===== src/design/mchtp_pkg.sv =====
// Shared types and constants for the modem capability hex TLV parser.
// No dependencies; used by every module of the block.
package mchtp_pkg;

   localparam logic [5:0] MAX_DECODED = 6'd50;
   localparam int unsigned RSP_DEPTH = 8;
   localparam int unsigned RSP_PTR_W = $clog2(RSP_DEPTH);
   localparam int unsigned RSP_CNT_W = RSP_PTR_W + 1;

   // string layout
   localparam logic [7:0] POS_VERSION = 8'd6;
   localparam logic [7:0] POS_MARKER  = 8'd9;
   localparam logic [7:0] POS_GAP     = 8'd12;
   localparam logic [7:0] POS_HEX     = 8'd14;
   localparam logic [7:0] POS_MAX     = 8'd255;

   // "docsis", first character in the low byte
   localparam logic [5:0][7:0] PREFIX_TEXT = 48'h73_69_73_63_6f_64;
   // ":05", first character in the low byte
   localparam logic [2:0][7:0] MARKER_TEXT = 24'h35_30_3a;

   localparam logic [7:0] CAP_TYPE_MIN  = 8'd1;
   localparam logic [7:0] CAP_TYPE_MAX  = 8'd12;
   localparam logic [7:0] CAP_TYPE_FILT = 8'd9;

   localparam logic KIND_CAP = 1'b0;
   localparam logic KIND_SUM = 1'b1;

   typedef enum logic [1:0] {
      PH_TYPE  = 2'd0,
      PH_LEN   = 2'd1,
      PH_VALUE = 2'd2,
      PH_SKIP  = 2'd3
   } phase_type;

   typedef struct packed {
      logic [7:0]  char_position;
      logic        prefix_match;
      logic        marker_match;
      logic [23:0] version_chars;
      logic [3:0]  high_nibble;
      logic        nibble_pending;
      phase_type   tlv_phase;
      logic [7:0]  current_type;
      logic [7:0]  skip_remaining;
      logic [5:0]  decoded_count;
   } parse_state_type;

   localparam parse_state_type STATE_RESET = '{
      char_position:  8'd0,
      prefix_match:   1'b1,
      marker_match:   1'b1,
      version_chars:  24'd0,
      high_nibble:    4'd0,
      nibble_pending: 1'b0,
      tlv_phase:      PH_TYPE,
      current_type:   8'd0,
      skip_remaining: 8'd0,
      decoded_count:  6'd0
   };

   typedef struct packed {
      logic       kind;
      logic       last_result;
      logic [7:0] version_c;
      logic [7:0] version_b;
      logic [7:0] version_a;
      logic       caps_present;
      logic       is_docsis;
      logic       filt_dot1q;
      logic       filt_dot1p;
      logic [7:0] cap_value;
      logic [3:0] cap_type;
   } result_type;

   // up to two results per character, first one in r0
   typedef struct packed {
      logic       one;
      logic       two;
      result_type r0;
      result_type r1;
   } push_type;

   typedef struct packed {
      logic [RSP_CNT_W-1:0] count;
   } queue_status_type;

   // hex digit value; '0'..'?' map straight, 'A'..'F' and 'a'..'f' to 10..15
   function automatic logic [3:0] nibble_of(input logic [7:0] c);
      logic [3:0] v;
      v = 4'd0;
      case (c) inside
         [8'd48:8'd63]:  v = c[3:0];
         [8'd65:8'd70]:  v = c[3:0] + 4'd9;
         [8'd97:8'd102]: v = c[3:0] + 4'd9;
         default:        v = 4'd0;
      endcase
      return v;
   endfunction

endpackage


===== src/design/modem_capability_hex_tlv_parser_core.sv =====
// Top level of the modem capability hex TLV parser.
// Instantiates mchtp_step and mchtp_rsp_fifo; uses mchtp_pkg.
//
// One character per cycle is taken on req_. The character is registered,
// decoded combinationally against the parse state, and its results (none, one,
// or two when the final character also completes a capability) are written
// into an 8-entry result queue; a result reaches rsp_ by way of the input
// register and the queue. The queue drains one result per cycle while
// rsp_tready is high; req_tready drops only while the queue cannot take two
// more results behind the character held in the input register, so the
// sustained rate is one character per cycle whenever rsp_tready stays high.
// A summary result ends every string and the parse state returns to reset
// after it. No startup pass is needed after reset.
module modem_capability_hex_tlv_parser_core (
   input  logic        clock,
   input  logic        reset,
   input  logic        req_tvalid,
   output logic        req_tready,
   input  logic [7:0]  req_tdata,   // [7:0] ch
   input  logic        req_tlast,   // last_char
   output logic        rsp_tvalid,
   input  logic        rsp_tready,
   output logic [39:0] rsp_tdata,   // [3:0] cap_type, [11:4] cap_value, [12] filt_dot1p,
                                    // [13] filt_dot1q, [14] is_docsis, [15] caps_present,
                                    // [23:16] version_a, [31:24] version_b,
                                    // [39:32] version_c
   output logic        rsp_tuser,   // kind
   output logic        rsp_tlast    // last_result
);

   localparam int unsigned CW = mchtp_pkg::RSP_CNT_W;

   mchtp_pkg::parse_state_type  state_ff, state_in;
   mchtp_pkg::push_type         push;
   mchtp_pkg::result_type       head;
   mchtp_pkg::queue_status_type qstat;
   logic       in_valid_ff, in_valid_in;
   logic [7:0] in_ch_ff;
   logic       in_last_ff;
   logic       req_accept;
   logic [CW-1:0] reserved;

   assign reserved   = qstat.count + (in_valid_ff ? CW'(2) : CW'(0));
   assign req_tready = (reserved <= CW'(mchtp_pkg::RSP_DEPTH - 2));
   assign req_accept = req_tvalid && req_tready;
   assign in_valid_in = req_accept;

   always_ff @(posedge clock) begin
      if (reset) begin
         in_valid_ff <= 1'b0;
         state_ff    <= mchtp_pkg::STATE_RESET;
      end else begin
         in_valid_ff <= in_valid_in;
         if (in_valid_ff) state_ff <= state_in;
      end
   end

   always_ff @(posedge clock) begin
      if (req_accept) begin
         in_ch_ff   <= req_tdata;
         in_last_ff <= req_tlast;
      end
   end

   mchtp_step u_step (
      .cur       (state_ff),
      .ch        (in_ch_ff),
      .last_char (in_last_ff),
      .nxt       (state_in),
      .push      (push)
   );

   mchtp_rsp_fifo u_rsp_fifo (
      .clock     (clock),
      .reset     (reset),
      .push_en   (in_valid_ff),
      .push      (push),
      .pop       (rsp_tready),
      .out_valid (rsp_tvalid),
      .out_data  (head),
      .status    (qstat)
   );

   assign rsp_tdata = {head.version_c, head.version_b, head.version_a,
                       head.caps_present, head.is_docsis, head.filt_dot1q,
                       head.filt_dot1p, head.cap_value, head.cap_type};
   assign rsp_tuser = head.kind;
   assign rsp_tlast = head.last_result;

   // queue always has room for the item being decoded
   a_queue_room: assert property (@(posedge clock) disable iff (reset)
      in_valid_ff |-> (qstat.count <= CW'(mchtp_pkg::RSP_DEPTH - 2)))
      else $error("result queue lacks room for a decoded item");

   // a summary always closes the results of its character
   a_sum_last: assert property (@(posedge clock) disable iff (reset)
      (rsp_tvalid && rsp_tuser == mchtp_pkg::KIND_SUM) |-> rsp_tlast)
      else $error("summary result without last flag");

   // a capability result carries a type in 1..12
   a_cap_type: assert property (@(posedge clock) disable iff (reset)
      (rsp_tvalid && rsp_tuser == mchtp_pkg::KIND_CAP)
      |-> (rsp_tdata[3:0] != 4'd0 && rsp_tdata[3:0] <= 4'd12))
      else $error("capability result with bad type");

   // end of string returns the parser to its reset state
   a_end_reset: assert property (@(posedge clock) disable iff (reset)
      (in_valid_ff && in_last_ff) |=> (state_ff == mchtp_pkg::STATE_RESET))
      else $error("parse state not cleared after end of string");

endmodule


===== src/design/mchtp_step.sv =====
// Per-character update: prefix/version/marker checks, hex pairing, TLV walk.
// Pure combinational; uses mchtp_pkg.
module mchtp_step (
   input  mchtp_pkg::parse_state_type cur,
   input  logic [7:0]                 ch,
   input  logic                       last_char,
   output mchtp_pkg::parse_state_type nxt,
   output mchtp_pkg::push_type        push
);

   mchtp_pkg::parse_state_type mid;
   logic       have_byte;
   logic [7:0] byte_val;
   logic [3:0] nib;
   logic [1:0] vidx;
   logic [1:0] midx;
   logic       is_docsis;
   logic       caps_present;
   logic       cap_hit;
   logic [7:0] skip_dec;
   mchtp_pkg::result_type r_cap;
   mchtp_pkg::result_type r_sum;

   assign nib  = mchtp_pkg::nibble_of(ch);
   assign vidx = 2'(cur.char_position - mchtp_pkg::POS_VERSION);
   assign midx = 2'(cur.char_position - mchtp_pkg::POS_MARKER);

   // character decode and byte formation
   always_comb begin
      mid       = cur;
      have_byte = 1'b0;
      byte_val  = 8'd0;
      if (cur.char_position < mchtp_pkg::POS_VERSION) begin
         if (ch != mchtp_pkg::PREFIX_TEXT[cur.char_position[2:0]]) begin
            mid.prefix_match = 1'b0;
         end
      end else if (cur.char_position < mchtp_pkg::POS_MARKER) begin
         case (vidx)
            2'd0:    mid.version_chars[7:0]   = cur.version_chars[7:0] | ch;
            2'd1:    mid.version_chars[15:8]  = cur.version_chars[15:8] | ch;
            default: mid.version_chars[23:16] = cur.version_chars[23:16] | ch;
         endcase
      end else if (cur.char_position < mchtp_pkg::POS_GAP) begin
         if (ch != mchtp_pkg::MARKER_TEXT[midx]) begin
            mid.marker_match = 1'b0;
         end
      end else if (cur.char_position >= mchtp_pkg::POS_HEX && cur.prefix_match
                   && cur.marker_match && cur.decoded_count < mchtp_pkg::MAX_DECODED) begin
         if (!cur.nibble_pending) begin
            mid.high_nibble    = nib;
            mid.nibble_pending = 1'b1;
         end else begin
            byte_val           = {cur.high_nibble, nib};
            mid.nibble_pending = 1'b0;
            have_byte          = 1'b1;
         end
      end
      if (cur.char_position != mchtp_pkg::POS_MAX) begin
         mid.char_position = cur.char_position + 8'd1;
      end
      // odd digit count: lone digit padded with a zero low nibble
      if (last_char && mid.nibble_pending) begin
         byte_val           = {mid.high_nibble, 4'd0};
         mid.nibble_pending = 1'b0;
         have_byte          = 1'b1;
      end
      if (have_byte) begin
         mid.decoded_count = cur.decoded_count + 6'd1;
      end
   end

   assign skip_dec = (mid.skip_remaining != 8'd0) ? mid.skip_remaining - 8'd1
                                                   : mid.skip_remaining;

   // TLV walk next state
   always_comb begin
      nxt = mid;
      if (have_byte) begin
         unique case (mid.tlv_phase)
            mchtp_pkg::PH_TYPE: begin
               nxt.current_type = byte_val;
               nxt.tlv_phase    = mchtp_pkg::PH_LEN;
            end
            mchtp_pkg::PH_LEN: begin
               if (mid.current_type >= mchtp_pkg::CAP_TYPE_MIN
                   && mid.current_type <= mchtp_pkg::CAP_TYPE_MAX) begin
                  nxt.tlv_phase = mchtp_pkg::PH_VALUE;
               end else if (byte_val == 8'd0) begin
                  nxt.tlv_phase = mchtp_pkg::PH_TYPE;
               end else begin
                  nxt.skip_remaining = byte_val;
                  nxt.tlv_phase      = mchtp_pkg::PH_SKIP;
               end
            end
            mchtp_pkg::PH_VALUE: begin
               nxt.tlv_phase = mchtp_pkg::PH_TYPE;
            end
            mchtp_pkg::PH_SKIP: begin
               nxt.skip_remaining = skip_dec;
               if (skip_dec == 8'd0) nxt.tlv_phase = mchtp_pkg::PH_TYPE;
            end
            default: nxt.tlv_phase = mchtp_pkg::PH_TYPE;
         endcase
      end
      if (last_char) nxt = mchtp_pkg::STATE_RESET;
   end

   // results
   always_comb begin
      cap_hit      = have_byte && (mid.tlv_phase == mchtp_pkg::PH_VALUE);
      is_docsis    = mid.prefix_match && (mid.char_position >= mchtp_pkg::POS_VERSION);
      caps_present = mid.marker_match && (mid.char_position >= mchtp_pkg::POS_GAP);

      r_sum              = '0;
      r_sum.kind         = mchtp_pkg::KIND_SUM;
      r_sum.last_result  = 1'b1;
      r_sum.is_docsis    = is_docsis;
      r_sum.caps_present = caps_present;
      r_sum.version_a    = mid.version_chars[7:0];
      r_sum.version_b    = mid.version_chars[15:8];
      r_sum.version_c    = mid.version_chars[23:16];

      r_cap             = r_sum;
      r_cap.kind        = mchtp_pkg::KIND_CAP;
      r_cap.last_result = !last_char;
      r_cap.cap_type    = mid.current_type[3:0];
      r_cap.cap_value   = byte_val;
      r_cap.filt_dot1p  = (mid.current_type == mchtp_pkg::CAP_TYPE_FILT) && byte_val[0];
      r_cap.filt_dot1q  = (mid.current_type == mchtp_pkg::CAP_TYPE_FILT) && byte_val[1];

      push.one = cap_hit || last_char;
      push.two = cap_hit && last_char;
      push.r0  = cap_hit ? r_cap : r_sum;
      push.r1  = r_sum;
   end

endmodule


===== src/design/mchtp_rsp_fifo.sv =====
// Result queue: takes up to two results per cycle, hands out one per cycle while pop is high.
// Uses mchtp_pkg for the result and push types.
module mchtp_rsp_fifo (
   input  logic                        clock,
   input  logic                        reset,
   input  logic                        push_en,
   input  mchtp_pkg::push_type         push,
   input  logic                        pop,
   output logic                        out_valid,
   output mchtp_pkg::result_type       out_data,
   output mchtp_pkg::queue_status_type status
);

   localparam int unsigned PW = mchtp_pkg::RSP_PTR_W;
   localparam int unsigned CW = mchtp_pkg::RSP_CNT_W;

   mchtp_pkg::result_type entry_ff [mchtp_pkg::RSP_DEPTH];
   logic [PW-1:0] wptr_ff, wptr_in;
   logic [PW-1:0] rptr_ff, rptr_in;
   logic [CW-1:0] count_ff, count_in;
   logic          put_one;
   logic          put_two;
   logic          take;

   assign put_one = push_en && push.one;
   assign put_two = push_en && push.two;
   assign take    = pop && (count_ff != '0);

   always_comb begin
      wptr_in  = wptr_ff + PW'(put_one) + PW'(put_two);
      rptr_in  = rptr_ff + PW'(take);
      count_in = count_ff + CW'(put_one) + CW'(put_two) - CW'(take);
   end

   always_ff @(posedge clock) begin
      if (reset) begin
         wptr_ff  <= '0;
         rptr_ff  <= '0;
         count_ff <= '0;
      end else begin
         wptr_ff  <= wptr_in;
         rptr_ff  <= rptr_in;
         count_ff <= count_in;
      end
   end

   always_ff @(posedge clock) begin
      if (put_one) entry_ff[wptr_ff] <= push.r0;
      if (put_two) entry_ff[PW'(wptr_ff + PW'(1))] <= push.r1;
   end

   assign out_valid    = (count_ff != '0);
   assign out_data     = entry_ff[rptr_ff];
   assign status.count = count_ff;

endmodule

===== config.mk =====
export PLATFORM = sky130hd
export DESIGN_NAME = modem_capability_hex_tlv_parser_core
export DESIGN_NICKNAME = d
export VERILOG_FILES = /design/src/design/mchtp_pkg.sv /design/src/design/modem_capability_hex_tlv_parser_core.sv /design/src/design/mchtp_step.sv /design/src/design/mchtp_rsp_fifo.sv
export SDC_FILE = /design/constraint.sdc
export NUM_CORES = 1
export LEC_CHECK = 0
export BUFFER_PORTS_ARGS = -buffer_cell sky130_fd_sc_hd__buf_2
export CAP_MARGIN = 0
export CELL_PAD_IN_SITES_DETAIL_PLACEMENT = 0
export CELL_PAD_IN_SITES_GLOBAL_PLACEMENT = 1
export CORE_ASPECT_RATIO = 1.1
export CORE_UTILIZATION = 50
export DETAILED_ROUTE_END_ITERATION = 8
export HOLD_SLACK_MARGIN = 0.03
export PLACE_DENSITY = 0.8
export SYNTH_ARGS = -nofsm -noshare
export SYNTH_HDL_FRONTEND = slang
export SYNTH_SLANG_ARGS = --single-unit

===== constraint.sdc =====
create_clock -name clock -period 6 [get_ports clock]
set_input_delay 0.3 -clock clock [delete_from_list [all_inputs] [get_ports clock]]
set_output_delay 0.3 -clock clock [all_outputs]
set_load 0.01 [all_outputs]

Word level (Yosys, flattened, before mapping) --
Memories as Yosys holds them, arrays and structs flattened. A register that Yosys moved wholly into a read port is not among the register bits. Cells that the tools add are included.
Operators by class: add/sub/neg operators 14, magnitude comparators 18, equality and inequality tests 11, multiplexer cells 56, bitwise operators 3, reductions and logical operators 34
Operators with widths (number):
- 2-to-1 mux 8 bit | 16
- 2-to-1 mux 63 bit | 1
- 2-to-1 mux 42 bit | 1
- 2-to-1 mux 30 bit | 1
- 2-to-1 mux 24 bit | 1
- OR 8 bit | 3
- logical AND 1 bit | 18
- 2-to-1 mux 18 bit | 1
- 2-to-1 mux 1 bit | 17
- binary-select mux 8 bit (select 2 bit) | 1
- >= comparator 8 x 4 -> 1 bit, second input constant | 2
- >= comparator 8 x 7 -> 1 bit, second input constant | 2
- less-or-equal comparator 8 x 7 -> 1 bit, second input constant | 2
- zero test 8 bit | 2
- < comparator 8 x 4 -> 1 bit, second input constant | 2
- 2-to-1 mux 4 bit | 4
- inequality test 8 bit | 2
- one-hot mux 8 bit (2 select lines) | 1
- 2-to-1 mux 5 bit | 3
- adder 3 x 1 -> 3 bit | 3
- 2-to-1 mux 3 bit | 3
- adder 4 x 1 -> 4 bit | 2
- adder 8 x 1 -> 8 bit, second input constant | 1
- == test 8 x 4 -> 1 bit, second input constant | 1
- 37 further kinds | 46
Storage, ports and cells: register bits 83, bits in writable memories 336, bits in read-only memories 64, input bits 13, output and inout port bits 44, word-level logic and storage cells 154, memories 2
Memories:
- u_rsp_fifo.entry_ff | depth 8, bits a word 42, rd ports 1, clocked after memory_dff 1, write ports 2, RTL line mchtp_rsp_fifo.sv:17 | mchtp_pkg::result_type entry_ff [mchtp_pkg::RSP_DEPTH];
- (no name shown) | depth 8, bits a word 8, rd ports 1, clocked after memory_dff 1, write ports 0, RTL line mchtp_step.sv:34 | if (ch != mchtp_pkg::PREFIX_TEXT[cur.char_position[2:0]]) begin

Longest topological paths before layout --
Gate-level depths: netlist of the first run.
word-level depth 20, depth in mapped cells 18, gate-level depth less buffers 16

Hierarchy --
Synthesis of the first run repeated with hierarchy kept, for this count alone.
Second synthesis, totals: cells, all modules 1598, area total of the unflattened synthesis 22843.2 um2
By module, submodules not included:
- mchtp_rsp_fifo | times used 1, cells each 935, area an instance 17465.5 um2, seq. area each 10289.9 um2
- mchtp_step | times used 1, cells each 443, area an instance 2765.2 um2, seq. area each 0.0 um2
- modem_capability_hex_tlv_parser_core | times used 1, cells each 220, area an instance 2612.5 um2, seq. area each 1551.5 um2

Worst setup path after synthesis of the first run --
Ideal clock, no wire load.
path kind reg-to-reg, from register state_ff[60] (netlist name), to memory u_rsp_fifo.entry_ff[1][14] (netlist name), enable pin, library setup time 381 ps, arrival time 3792 ps, required time 5619 ps, slack 1827 ps, cell stages (with the launch flop) 17, buffers on the path 5, clock period less this slack 4173 ps, cells stage by stage dfxtp_1 buf_6 or4_4 buf_6 o311a_4 nand2_1 inv_1 ha_1 nor2_1 a211oi_1 buf_2 nor3b_4 and2_1 nor2_1 buf_2 buf_1 inv_1
RTL lines:
- start, declared | RTL line modem_capability_hex_tlv_parser_core.sv:33 | mchtp_pkg::parse_state_type state_ff, state_in;
- start signal, assigned | RTL line modem_capability_hex_tlv_parser_core.sv:51 | state_ff <= mchtp_pkg::STATE_RESET;
- start signal, assigned | RTL line modem_capability_hex_tlv_parser_core.sv:54 | if (in_valid_ff) state_ff <= state_in;
- end, declared | RTL line mchtp_rsp_fifo.sv:17

==> flow_summary.yaml, run 1 <==
drt:
  postRouteAntennaNets: 0
  vias_per_cell: 5.98
  wl_met2_mm: 22.9
  maxUsedRoutingLayer: "met4"
  met3_length_mm: 3.13
  first_iter_violations: 1104
  first_pass_iters: 5
  num_vias: 13091
  wire_per_inst_um: 21.7
  post-route-drc-count: 0
  drt-total-wl_mm: 47.4
  wirelength_met1_mm: 20.5
synth:
  ys_top_cells_by_area: "edfxtp_1 (34%), dfxtp_1 (22%), mux4_2 (10%), nor2_1 (6.3%), a22o_1 (2.9%)"
  synthCells: 1639
  yosys-top-cells-count: "nor2_1 (318), edfxtp_1 (217), dfxtp_1 (207)"
  seq_area_frac_synth: 0.563
  synth-edff-count: 217
  post-synth-top-area-fraction: 0.344
  syn-num-nets: 1677
  yosysTopAreaCell: "edfxtp_1"
  synth_cell_types: 76
  syn_area_per_cell_um2: 11.6
  yosys_warnings: 0
  ys_async_sr_fraction: 0
  synth_most_common_cell: "nor2_1"
  synth-main-ff-cell: "edfxtp_1"
  ys_seq_elements: 424
  netlist_area_mm2: 0.0190
global_route:
  gr-usage-all-layers: 0.249
  grt_start_max_net_pins: 49
  grt_pass1_wl_mm: 74.2
  antenna_found_initial: 0
  grt_overflow_total: 0
  grt_pass1_vias: 12959
critical_path:
  cp_top_family: "simple AND/OR/NAND/NOR gates"
  start_kind: "flip-flop"
  timing_worst_setup_path_type: "reg -> reg"
  worst_ep_arrival_time_ps: 5060
  critical-path-max-stage-delay_ps: 840
  end_kind: "flip-flop"
  critical_path_peak_fanout: 29
  reg2reg_depth: 13
  cpMaxStageDelayCell: "inv_1"
  path_cells: "or4_4 > o311a_4 > nand2_1 > inv_1 > ha_1 > nor2_1 > a211oi_1 > buf_4 > and3_1 > and2_1 > nor2_2 > buf_4 > inv_1"
  crit_buf_inv: 4
  cp.depth: 13
  cp.required_ps: 6190
pwr:
  p_leak_nw: 7.22
  combPwrFrac: 0.147
  clkPwrFrac: 0.389
  p_switching_mw: 1.82
  pwr-share-seq: 0.464
  peakVddDrop_mv: 0.213
  swShare: 0.259
  p_per_area_mw_per_mm2: 330
  p_int_mw: 5.20
clock_network:
  cts_resized: 0
  cts_tree: "yes"
  clkTransAtPathRegs_ps: 60
  cts_buffer_depth: 3
  cts_made_buffers: 44
  post_cts_buffers: 0
  clk_latency_ps: 580
  cts_max_level: 2
  root_buffer: "clkbuf_16"
  clock-sinks: 424
  cts_hold_buf: 10
floorplanning:
  die_w_um: 188
  core.rowCount: 74
  start_util: 0.509
  ioPinCount: 57
  dieArea_mm2: 0.0387
  fp.dieH_um: 206
  core_area_mm2: 0.0372
hold_path:
  min-delay-path-class: "in -> reg"
  holdPathStages: 4
sta:
  post-route-period-util: 0.812
  setup_viol: 0
  tns_ps: 0
  timing.fmax_mhz: 205
  tightest_slew_ps: 1190
  slew_headroom: 0.206
  final_max_slew_viol_count: 0
  layout_min_cycle_time_ps: 4870
  fin_skew_ps: 32.7
  fin_ws_ps: 1130
  rsz0062_at_grt: "no"
  timing.final.hold_violations: 0
outcome:
  status: "finished clean"
layout:
  fillCellCount: 3069
  seqCellArea_mm2: 0.0107
  multiInputGateArea_mm2: 0.00778
  area.growth.synth_to_final_pct: 12.2
  fin_nets: 1698
  drive_gt1_frac: 0.186
  antenna_cells: 0
placement:
  pre_cts_ws_ps: 1130
  portBuffers: 56
  place_congestion: 0.870
  dp_hpwl_mm: 30.9
job:
  maxCapViolCount: 0
[placed cells by master, fill, tap and decap left out, types with 8 or more instances in the layout]
cell type        n
a211oi_1        11
a21oi_1         77
a22o_1          62
a22oi_1         15
a31oi_1         10
and2_1          18
and3_1          13
buf_2           56
buf_4           32
clkbuf_1        12
clkbuf_16       44
clkinv_2         9
dfxtp_1        203
dlygate4sd3_1   10
edfxtp_1       217
ha_1            22
inv_1           32
mux2_2          43
mux2i_1         25
mux4_2          84
nand2_1        121
nand3_1         23
nor2_1         314
nor2b_1         10
nor3_1          39
nor4_1           8
o21ai_0         25
xnor2_1         12
[layout make-up]
class	instances	area share
clock buffer	64	0.0588
clock inverter	17	0.00912
inverter	32	0.00565
multi-input combinational	1060	0.366
sequential	424	0.502
tap	494	0.0291
timing repair buffer	98	0.0292
[worst reg2reg max path: stages, from the launching register on]
cell and delay, ps:
dfxtp_1 360, or4_4 620, o311a_4 350, nand2_1 110, inv_1 60, ha_1 360, nor2_1 70, a211oi_1 230
buf_4 210, and3_1 390, and2_1 580, nor2_2 60, buf_4 260, inv_1 850
[worst paths after layout]
path                                              endpoint  slack [ps]                        from
worst min register to register  u_rsp_fifo.entry_ff[4][10]         460  u_rsp_fifo.entry_ff[4][10]
worst max-delay path            u_rsp_fifo.entry_ff[0][30]        1130                state_ff[62]
worst max register to register  u_rsp_fifo.entry_ff[0][30]        1130                state_ff[62]
worst min-delay path                 u_rsp_fifo.rptr_ff[0]         230                  rsp_tready
[per-stage QoR]
| stage | std cells | instance area [um2] | util | total power, mW | hold WS (ps) |
|---|---|---|---|---|---|
| after floorplan | 1639 | 19000 | - | 4.03 | 399 |
| after global placement | 2098 | 19700 | 0.530 | 4.35 | 439 |
| after detailed placement | 2098 | 19700 | 0.530 | 4.36 | 449 |
| after CTS | 2189 | 21300 | 0.571 | 7.08 | 228 |
| after global routing | 2189 | 21300 | 0.571 | 7.28 | 258 |
| final | 2189 | 21300 | 0.571 | 7.01 | 233 |
[cell families (layout without fill, tap and decap cells)]
kind of cell,Yosys count,count (layout),synth area share
flops,424,424,0.563
mux,152,152,0.139
buf+inv,155,211,0.0327
fa+ha+maj,25,25,0.0177
xor+xnor,18,18,0.00832
simple gates,595,595,0.138
compound gates,270,270,0.102
[state kept, by name (all words and copies together), names as in the netlist, named ones only]
signal,cells
u_rsp_fifo.status,4
u_rsp_fifo.wptr_ff,3
state_ff,63
in_ch_ff,8
u_rsp_fifo.entry_ff,336
in_valid_ff,1
in_last_ff,1
u_rsp_fifo.rptr_ff,3
[power groups by stage]
stage                     combinational, mW  sequential [mW]  clock (mW)
after global routing                   1.13             3.27        2.88
after floorplan                       0.846             3.19           0
after detailed placement               1.04             3.32           0
after global placement                 1.03             3.32           0
after CTS                              1.05             3.26        2.77
final                                  1.03             3.26        2.73
[layer usage]
metal | vias up | track usage
met5 | - | 0
met4 | 0 | 0.0685
met3 | 71 | 0.0340
met2 | 423 | 0.416
met1 | 6554 | 0.342
li1 | 6043 | -
Power figures use the tool's default switching activity.
==> run 2: changes to the inputs <==
==> constraint.sdc (replaced) <==
create_clock -name clock -period 4.6 [get_ports clock]
set_input_delay 0.23 -clock clock [delete_from_list [all_inputs] [get_ports clock]]
set_output_delay 0.23 -clock clock [all_outputs]
set_load 0.01 [all_outputs]
==> run 2 against run 1 <==
Against the previous run:
- setup slack worse by 790 ps
- cell area increased by 0.16%
- maximum frequency is 14% higher
- highest routed layer unchanged
- sequential cell count did not move
==> flow_summary.yaml, run 2 (same netlist as run 1, synthesis figures left out) <==
outcome:
  status: "finished clean"
clock_network:
  clock-sinks: 424
  cts_max_level: 2
  cts_tree: "yes"
  clkTransAtPathRegs_ps: 60
  cts_made_buffers: 42
  cts_buffer_depth: 3
  root_buffer: "clkbuf_16"
  clk_latency_ps: 560
  cts_resized: 0
  post_cts_buffers: 0
  cts_hold_buf: 10
critical_path:
  cp.required_ps: 4840
  critical_path_peak_fanout: 11
  path_cells: "or4_4 > o311a_4 > nand2_1 > inv_1 > ha_1 > nor2_1 > a211oi_1 > and3_1 > and2_1 > nor2_2 > inv_1 > buf_4"
  end_kind: "flip-flop"
  critical-path-max-stage-delay_ps: 610
  cpMaxStageDelayCell: "or4_4"
  timing_worst_setup_path_type: "reg -> reg"
  worst_ep_arrival_time_ps: 4510
  start_kind: "flip-flop"
  crit_top_cell: "inv_1"
global_route:
  gr-usage-all-layers: 0.260
  grt_pass1_wl_mm: 77.3
  grt_start_max_net_pins: 77
  antenna_found_initial: 0
  grt_overflow_total: 0
  grt_pass1_vias: 13187
pwr:
  peakVddDrop_mv: 0.303
  p_leak_nw: 7.26
  power_mw: 8.92
  p_per_area_mw_per_mm2: 419
layout:
  layout_commonest_cell: "nor2_1"
  top_regs: "u_rsp_fifo.entry_ff: 336 flops, state_ff: 63 flops, in_ch_ff: 8 flops"
  drive_gt1_frac: 0.193
  area.growth.synth_to_final_pct: 12.3
  regMostFlops: "u_rsp_fifo.entry_ff"
  largest_reg_flops: 336
  final_cells: 2202
  final_cell_mix: "nor2_1 (314), edfxtp_1 (217), dfxtp_1 (203), nand2_1 (121), mux4_2 (84)"
  fin_nets: 1718
  antenna_cells: 0
  post-route-cell-area_mm2: 0.0213
  fin_util: 0.572
  fillCellCount: 3039
placement:
  dp_hpwl_mm: 31.1
  portBuffers: 56
  pre_cts_ws_ps: 355
  placed_cell_area_mm2: 0.0199
  dp_cells: 2120
  place_congestion: 0.846
drt:
  vias_per_cell: 6.04
  first_iter_violations: 1295
  wire_per_inst_um: 22.6
  num_vias: 13309
  first_pass_iters: 5
  post-route-drc-count: 0
  postRouteAntennaNets: 0
  drt-total-wl_mm: 49.7
sta:
  fin_skew_ps: 25.9
  tns_ps: 0
  setup_viol: 0
  post-route-period-util: 0.928
  final_max_slew_viol_count: 0
  layout_min_cycle_time_ps: 4270
  tightest_slew_ps: 1060
  fin_ws_ps: 332
  whs_ps: 170
  timing.final.hold_violations: 0
  rsz0062_at_grt: "no"
  slew_headroom: 0.292
  timing.fmax_mhz: 234
hold_path:
  min-delay-path-class: "in -> reg"
floorplanning:
  die_w_um: 188
  fp.dieH_um: 206
  core_area_mm2: 0.0372
  dieArea_mm2: 0.0387
  core.rowCount: 74
  ioPinCount: 57
  start_util: 0.509
job:
  maxCapViolCount: 0
-- run 2: report_power, final --
part	internal, mW	switching [mW]	total (mW)
clock	1.86	1.43	3.29
sequential	4.04	0.188	4.23
combinational	0.686	0.714	1.40
total	6.59	2.33	8.92
-- run 2: metal layers --
layer  GRT usage  vias to the layer above  routed length (um)  part of all wire
met2       0.447                      458               24600              0.49
met4      0.0761                        0                1150             0.023
met3      0.0324                       87                3020             0.061
met1       0.348                     6688               21000              0.42
met5           0                        -                   0                 0
li1            -                     6076                   -                 -
-- run 2: final timing paths --
check,cells past startpoint,slack [ps],to,startpoint
worst max-delay path,12,330,u_rsp_fifo.entry_ff[0][24],state_ff[62]
worst min-delay path,4,170,u_rsp_fifo.rptr_ff[0],rsp_tready
worst max register to register,12,330,u_rsp_fifo.entry_ff[0][24],state_ff[62]
worst min register to register,2,450,u_rsp_fifo.entry_ff[3][6],u_rsp_fifo.entry_ff[3][6]
-- run 2: worst max-delay path: cells and delay by family (launching register included) --
family / cells / cell delay [ps]
flops: 1 / 360
buf+inv: 3 / 790
simple gates: 6 / 1560
compound gates: 2 / 880
fa+ha+maj: 1 / 350
-- run 2: final cells by class --
| cell class | count | area [um2] | share of cell area |
|---|---|---|---|
| Inverter | 32 | 120 | 0.00564 |
| Timing Repair Buffer | 120 | 798 | 0.0375 |
| Sequential cell | 424 | 10700 | 0.501 |
| Tap cell | 494 | 618 | 0.0290 |
| Clock buffer | 59 | 1190 | 0.0561 |
| Multi-Input combinational cell | 1060 | 7780 | 0.366 |
| Clock inverter | 13 | 105 | 0.00494 |
